===== src/design/spq_pkg.sv =====
// Package with the beat types, status codes and constants of the sorted priority queue.
package spq_pkg;

    typedef enum logic {
        OP_ENQ = 1'b0,
        OP_DEQ = 1'b1
    } op_t;

    typedef enum logic [1:0] {
        ST_ENQ   = 2'd0,
        ST_DEQ   = 2'd1,
        ST_EMPTY = 2'd2,
        ST_FULL  = 2'd3
    } status_t;

    localparam logic signed [31:0] EMPTY_VALUE = -32'sd999;
    localparam int unsigned OCC_W = 5;

    typedef struct packed {
        op_t                operation;
        logic signed [31:0] item_value;
        logic signed [15:0] item_priority;
    } cmd_t;

    typedef struct packed {
        logic signed [31:0] out_value;
        status_t            status;
        logic [OCC_W-1:0]   occupancy;
    } result_t;

    typedef struct packed {
        logic signed [31:0] value;
        logic signed [15:0] prio;
    } entry_t;

    typedef struct packed {
        logic   enq;
        logic   deq;
        entry_t item;
    } cell_cmd_t;

endpackage


===== src/design/spq_cell.sv =====
// One queue cell: holds an entry and shifts toward or away from the head.
module spq_cell
    import spq_pkg::*;
(
    input  logic      clk,
    input  cell_cmd_t cell_cmd,
    input  entry_t    left_ent,
    input  entry_t    right_ent,
    input  logic      left_keep,
    input  logic      in_use,
    output entry_t    ent,
    output logic      keep
);

    entry_t ent_reg;
    entry_t ent_next;

    // An occupied cell whose priority is not above the new one stays put on an insert.
    assign keep = in_use && (ent_reg.prio <= cell_cmd.item.prio);
    assign ent  = ent_reg;

    always_comb
    begin
        ent_next = ent_reg;
        if (cell_cmd.enq && !keep)
        begin
            ent_next = left_keep ? cell_cmd.item : left_ent;
        end
        else if (cell_cmd.deq)
        begin
            ent_next = right_ent;
        end
    end

    always_ff @(posedge clk)
    begin
        ent_reg <= ent_next;
    end

endmodule


===== src/design/sorted_priority_queue.sv =====
// Top level of the sorted priority queue: a row of compare-and-shift cells and a count.
// The result beat is registered: it appears in the cycle after the command is taken.
// Throughput: one command per cycle; busy stays low, and all cells update together.
// Reset clears the entry count and the result strobe; the cell contents are left as they are.
// The receiver cannot stall: each result beat is shown for exactly one cycle.
module sorted_priority_queue
    import spq_pkg::*;
#(
    parameter int unsigned CAPACITY = 16
)
(
    input  logic    clk,
    input  logic    rst_n,
    input  logic    start,
    input  cmd_t    cmd,
    output logic    busy,
    output logic    done,
    output result_t result
);

    localparam int unsigned CW = $clog2(CAPACITY + 1);

    logic [CW-1:0] count_reg;
    logic [CW-1:0] count_next;
    logic          done_reg;
    result_t       result_reg;
    result_t       result_next;
    logic          accept;
    logic          is_full;
    logic          is_empty;
    cell_cmd_t     cell_cmd;
    entry_t        ents  [CAPACITY];
    logic          keeps [CAPACITY];

    assign busy     = 1'b0;
    assign accept   = start && !busy;
    assign is_full  = (count_reg == CW'(CAPACITY));
    assign is_empty = (count_reg == '0);

    always_comb
    begin
        cell_cmd.enq  = accept && (cmd.operation == OP_ENQ) && !is_full;
        cell_cmd.deq  = accept && (cmd.operation == OP_DEQ) && !is_empty;
        cell_cmd.item.value = cmd.item_value;
        cell_cmd.item.prio  = cmd.item_priority;
    end

    for (genvar i = 0; i < CAPACITY; i++)
    begin : g_cell
        entry_t left_ent;
        entry_t right_ent;
        logic   left_keep;

        if (i == 0)
        begin : g_head
            assign left_ent  = ents[i];
            assign left_keep = 1'b1;
        end
        else
        begin : g_body
            assign left_ent  = ents[i-1];
            assign left_keep = keeps[i-1];
        end

        if (i == CAPACITY - 1)
        begin : g_tail
            assign right_ent = ents[i];
        end
        else
        begin : g_inner
            assign right_ent = ents[i+1];
        end

        spq_cell u_cell (
            .clk       (clk),
            .cell_cmd  (cell_cmd),
            .left_ent  (left_ent),
            .right_ent (right_ent),
            .left_keep (left_keep),
            .in_use    (CW'(i) < count_reg),
            .ent       (ents[i]),
            .keep      (keeps[i])
        );
    end

    always_comb
    begin
        count_next = count_reg;
        if (cell_cmd.enq)
        begin
            count_next = count_reg + CW'(1);
        end
        else if (cell_cmd.deq)
        begin
            count_next = count_reg - CW'(1);
        end
    end

    always_comb
    begin
        result_next.out_value = '0;
        result_next.occupancy = OCC_W'(count_next);
        case (cmd.operation)
            OP_ENQ:
            begin
                result_next.status = is_full ? ST_FULL : ST_ENQ;
            end
            OP_DEQ:
            begin
                if (is_empty)
                begin
                    result_next.out_value = EMPTY_VALUE;
                    result_next.status    = ST_EMPTY;
                end
                else
                begin
                    result_next.out_value = ents[0].value;
                    result_next.status    = ST_DEQ;
                end
            end
            default:
            begin
                result_next.status = ST_ENQ;
            end
        endcase
    end

    always_ff @(posedge clk or negedge rst_n)
    begin
        if (!rst_n)
        begin
            count_reg <= '0;
            done_reg  <= 1'b0;
        end
        else
        begin
            count_reg <= count_next;
            done_reg  <= accept;
        end
    end

    always_ff @(posedge clk)
    begin
        if (accept)
        begin
            result_reg <= result_next;
        end
    end

    assign done   = done_reg;
    assign result = result_reg;

    // The count can never pass the capacity.
    a_count_bound: assert property (@(posedge clk) disable iff (!rst_n)
        count_reg <= CW'(CAPACITY))
        else $error("entry count above capacity");

    // Every accepted command yields exactly one result beat in the next cycle.
    a_one_beat: assert property (@(posedge clk) disable iff (!rst_n)
        accept |=> done)
        else $error("missing result beat");

    // A dropped enqueue leaves the count unchanged.
    a_full_hold: assert property (@(posedge clk) disable iff (!rst_n)
        (accept && cmd.operation == OP_ENQ && is_full) |=> $stable(count_reg))
        else $error("count changed on a dropped enqueue");

    // The reported occupancy matches the count after the command.
    a_occ: assert property (@(posedge clk) disable iff (!rst_n)
        done |-> (result.occupancy == OCC_W'(count_reg)))
        else $error("occupancy does not match the entry count");

endmodule

===== config.mk =====
export PLATFORM = sky130hd
export DESIGN_NAME = sorted_priority_queue
export DESIGN_NICKNAME = d
export VERILOG_FILES = /design/src/design/spq_pkg.sv /design/src/design/spq_cell.sv /design/src/design/sorted_priority_queue.sv
export SDC_FILE = /design/constraint.sdc
export NUM_CORES = 2
export LEC_CHECK = 0
export BUFFER_PORTS_ARGS = -buffer_cell sky130_fd_sc_hd__buf_2
export CORE_AREA = 2 2 427 260
export CTS_CLUSTER_DIAMETER = 50
export DETAILED_ROUTE_END_ITERATION = 10
export DIE_AREA = 0 0 429 262
export PLACE_DENSITY = 0.65
export RECOVER_POWER = 25
export SLEW_MARGIN = 10
export SYNTH_ARGS = -nofsm -noshare
export SYNTH_HDL_FRONTEND = slang
export SYNTH_SLANG_ARGS = --single-unit

===== constraint.sdc =====
create_clock -name clk -period 7.8 [get_ports clk]
set_input_delay 1.56 -clock clk [delete_from_list [all_inputs] [get_ports clk]]
set_output_delay 1.56 -clock clk [all_outputs]
set_load 0.02 [all_outputs]

==> results.md <==
- Met3 routed WL: 26000 microns
- Final Cell Area: 0.0581 sq mm
- Startpoint Class: primary input
- Pin count of the biggest net entering global routing: 121
- Share of async-settable or async-resettable flops after synthesis: 0.738%
- WS Path Type: primary input to register
- Maximum VDD drop: 319 uV
- Max Slew Vio Count: 214
- Post-route DRC: 0
- GPL Wtd Cong: 0.906
- Critical Path, Cell by Cell: clkbuf_1 -> inv_1 -> clkbuf_1 -> ha_1 -> nand2_1 -> nor4_1 -> a21boi_0 -> o21bai_1 -> a31oi_1 -> buf_4 -> nor2_4 -> buf_4 -> a31oi_1
- Initial antenna violation count: 3
- Die Width: 429 microns
- Clock Skew: 0.0484 ns
- Longest Clk Path Bufs: 3
- Placement Setup Slack: 1.45 ns
- Starting Density: 49.6%
- Setup_tns: 0 ns
- Ports: 93
- Sequential cell area: 0.0244 sq mm
- Share of cells above drive strength 1: 16.1%
- Area Growth Syn to Fin: 7.84%
- Final period util: 84.6%
- Status: complete, but fails checks
- Slack of the critical path: 1.20 ns
- Sequential fraction of the synthesis area: 45.3%
- Synth cell count leaders: edfxtp_1 (807), a21oi_1 (474), mux2_2 (464)
- HPWL Detailed: 117000 microns
- Synthesis warning total: 0
- First-pass GRT wire length: 257000 microns
- Failing checks: max-capacitance violations, max-slew violations
- Routed WL: 171000 microns
- Num rows: 94
- CTS sink cnt: 813
- Min Tclk post-route: 6.60 ns
- Clk slew on worst S/H paths: 0.07 ns
- Met2 Wirelength: 60700 microns
- Synth Net Count: 5655
- Clock Root Buffer: clkbuf_16
- Vias in the first global route: 39324
- Synthesized instance count: 5344
- Delay-heaviest family, CP: buffers and inverters
- Input/output buffers: 91
- Least-Margin Pin Slew: 2.18 ns
- Relative slew slack: -45.6%
- Flops & latches, synth: 813
- Largest register FFs: 768
- Synth Flop Type: edfxtp_1
- CTS resizes: 0
- Total congestion overflow: 0
- # Max-Cap Violations: 5
- Filler cell count: 9486
- Cts bufs inserted: 87
- Post-DRT Antenna Nets: 0
- Static leakage: 21.7 nW
- Post-Place Cell Area: 0.0554 sq mm
- Post-synth EDFFs: 807
- Unique masters post-synth: 69
- Avg Vias per Cell: 6.63
- Worst path bufs/invs: 5
- GRT Total Usage: 29.6%
- Critical path capture point type: register
- M1 WL: 82100 microns
- Most frequent cell after synthesis: edfxtp_1
- CP Data Arrival Time: 7.14 ns
- CTS tree: done
- Nets: 5418
- H-tree Lvls: 3
- Worst EP required: 8.34 ns
- PD cells: 425 mW/mm^2
- Top cell type's share of synthesized area: 45.0%
- Yosys top cell by area: edfxtp_1
- Synth top area cells: edfxtp_1 (45%), mux2_2 (9.7%), ha_1 (6.0%)
- Final Hold Viols: 0
- Area of the multi-input gates: 0.0274 sq mm
- Initial DRC count: 6600
- Avg Cell Area, Syn: 10.1 sq um
- Top Layer Used: met4
- Worst hold path type: register to register
- Delay of the slowest critical-path stage: 1.07 ns
- Die Y-Extent: 262 microns
- Setup Buffers After CTS: 0
- RSZ-0062 raised after global routing: no
- CP max FO: 48
- Routed WL per cell: 25.8 microns
- Inserted Diodes: 0
- Post-layout util: 53.5%
- Worst skew pair latency: 0.71 ns
- Die ar.: 0.112 sq mm
- Area of the core: 0.109 sq mm
- Fmax: 0.152 GHz
- Slowest-stage cell, CP: clkbuf_1
- CTS Hold Bufs: 0
- Vias: 43831
- # setup viols final: 0
- Synthesized area: 0.0539 sq mm
- DRT Pass-1 Iters: 8
logic make-up (layout without fill, tap and decap cells):
kind of cell / after synthesis / count (layout) / synth area share [%]
adder cells (fa/ha/maj): 259 / 259 / 6.02
buffers and inverters: 619 / 451 / 4.53
other: 1 / 1 / 0.00696
multiplexers: 786 / 786 / 15.8
XOR/XNOR: 6 / 6 / 0.0976
flip-flops: 813 / 813 / 45.3
AND/OR/NAND/NOR: 1545 / 1545 / 14.1
AO/OA/AOI/OAI: 1315 / 1315 / 14.2
worst paths after layout:
kind	start	endpoint	slack [ns]	depth (start not counted)
max	cmd[5]	g_cell[2].u_cell.ent[10]$_DFFE_PP_	1.20	13
min reg2reg	g_cell[15].u_cell.ent[24]$_DFFE_PP_	g_cell[14].u_cell.ent[24]$_DFFE_PP_	0.54	1
min in group asynchronous	rst_n	count_reg[4]$_DFF_PN0_	0.83	1
min	g_cell[15].u_cell.ent[24]$_DFFE_PP_	g_cell[14].u_cell.ent[24]$_DFFE_PP_	0.54	1
max reg2reg	count_reg[4]$_DFF_PN0_	g_cell[4].u_cell.ent[31]$_DFFE_PP_	1.93	7
max in group asynchronous	rst_n	count_reg[2]$_DFF_PN0_	6.57	1
per-layer routing:
metal	up-vias	track usage (%)
li1	19721	-
met1	21046	51.0
met2	2892	35.1
met3	172	8.19
met4	0	5.00
met5	-	0
metrics by stage:
stage	cells	total power [W]	hold slack [ns]
after global routing	6616	0.0260	0.554
after global placement	6458	0.0198	0.525
final	6616	0.0247	0.539
after CTS	6616	0.0244	0.539
after detailed placement	6458	0.0202	0.536
after floorplan	5344	0.0167	0.518
layout by cell type, fill, tap and decap left out, types with 7 or more instances in the layout:
| master | Yosys | layout |
|---|---|---|
| or3_1 | 36 | 35 |
| nand3_1 | 437 | 434 |
| or2_2 | 7 | 8 |
| clkinv_1 | 0 | 15 |
| mux2_2 | 464 | 464 |
| nand2_1 | 403 | 396 |
| or4_1 | 8 | 8 |
| nand3b_1 | 68 | 68 |
| inv_1 | 81 | 81 |
| clkbuf_16 | 0 | 87 |
| a2111oi_0 | 37 | 37 |
| buf_12 | 0 | 8 |
| a21o_1 | 32 | 32 |
| buf_4 | 6 | 105 |
| and3_1 | 83 | 81 |
| o21a_1 | 36 | 34 |
| buf_2 | 60 | 47 |
| nor2b_1 | 18 | 17 |
| clkinv_2 | 0 | 17 |
| nand4_1 | 88 | 88 |
| a211oi_1 | 7 | 7 |
| mux2_4 | 9 | 9 |
| ha_1 | 259 | 256 |
| edfxtp_1 | 807 | 807 |
| a21oi_1 | 474 | 470 |
| clkbuf_1 | 432 | 59 |
| nor2_1 | 223 | 220 |
| nor3_1 | 49 | 49 |
| o21ai_0 | 370 | 368 |
| mux2i_1 | 313 | 313 |
| a2111o_1 | 35 | 35 |
| nand2b_1 | 108 | 103 |
| o211ai_1 | 17 | 17 |
| a31oi_1 | 262 | 258 |
worst reg2reg max path: cells and delay by family, from the launching register on:
family	cells	cell delay [ns]
buffers and inverters	2	2.02
DFF	1	0.80
and+or+nand+nor	5	2.76
final cells by class:
| type | instances | share of cell area, % |
|---|---|---|
| sequential | 813 | 42.0 |
| clock buffer | 101 | 3.89 |
| multi-input combinational | 3912 | 47.2 |
| tap | 1440 | 3.10 |
| inverter | 82 | 0.530 |
| timing repair buffer | 211 | 2.37 |
| clock inverter | 57 | 0.918 |
power by group:
| group | leakage (nW) | switching (W) | internal (W) | total (W) |
|---|---|---|---|---|
| registers | 7.80 | 0.00168 | 0.00720 | 0.00887 |
| clock network | 1.36 | 0.00192 | 0.00227 | 0.00419 |
| logic | 12.5 | 0.00697 | 0.00464 | 0.0116 |
| total | 21.7 | 0.0106 | 0.0141 | 0.0247 |
Power figures use the tool's default switching activity.
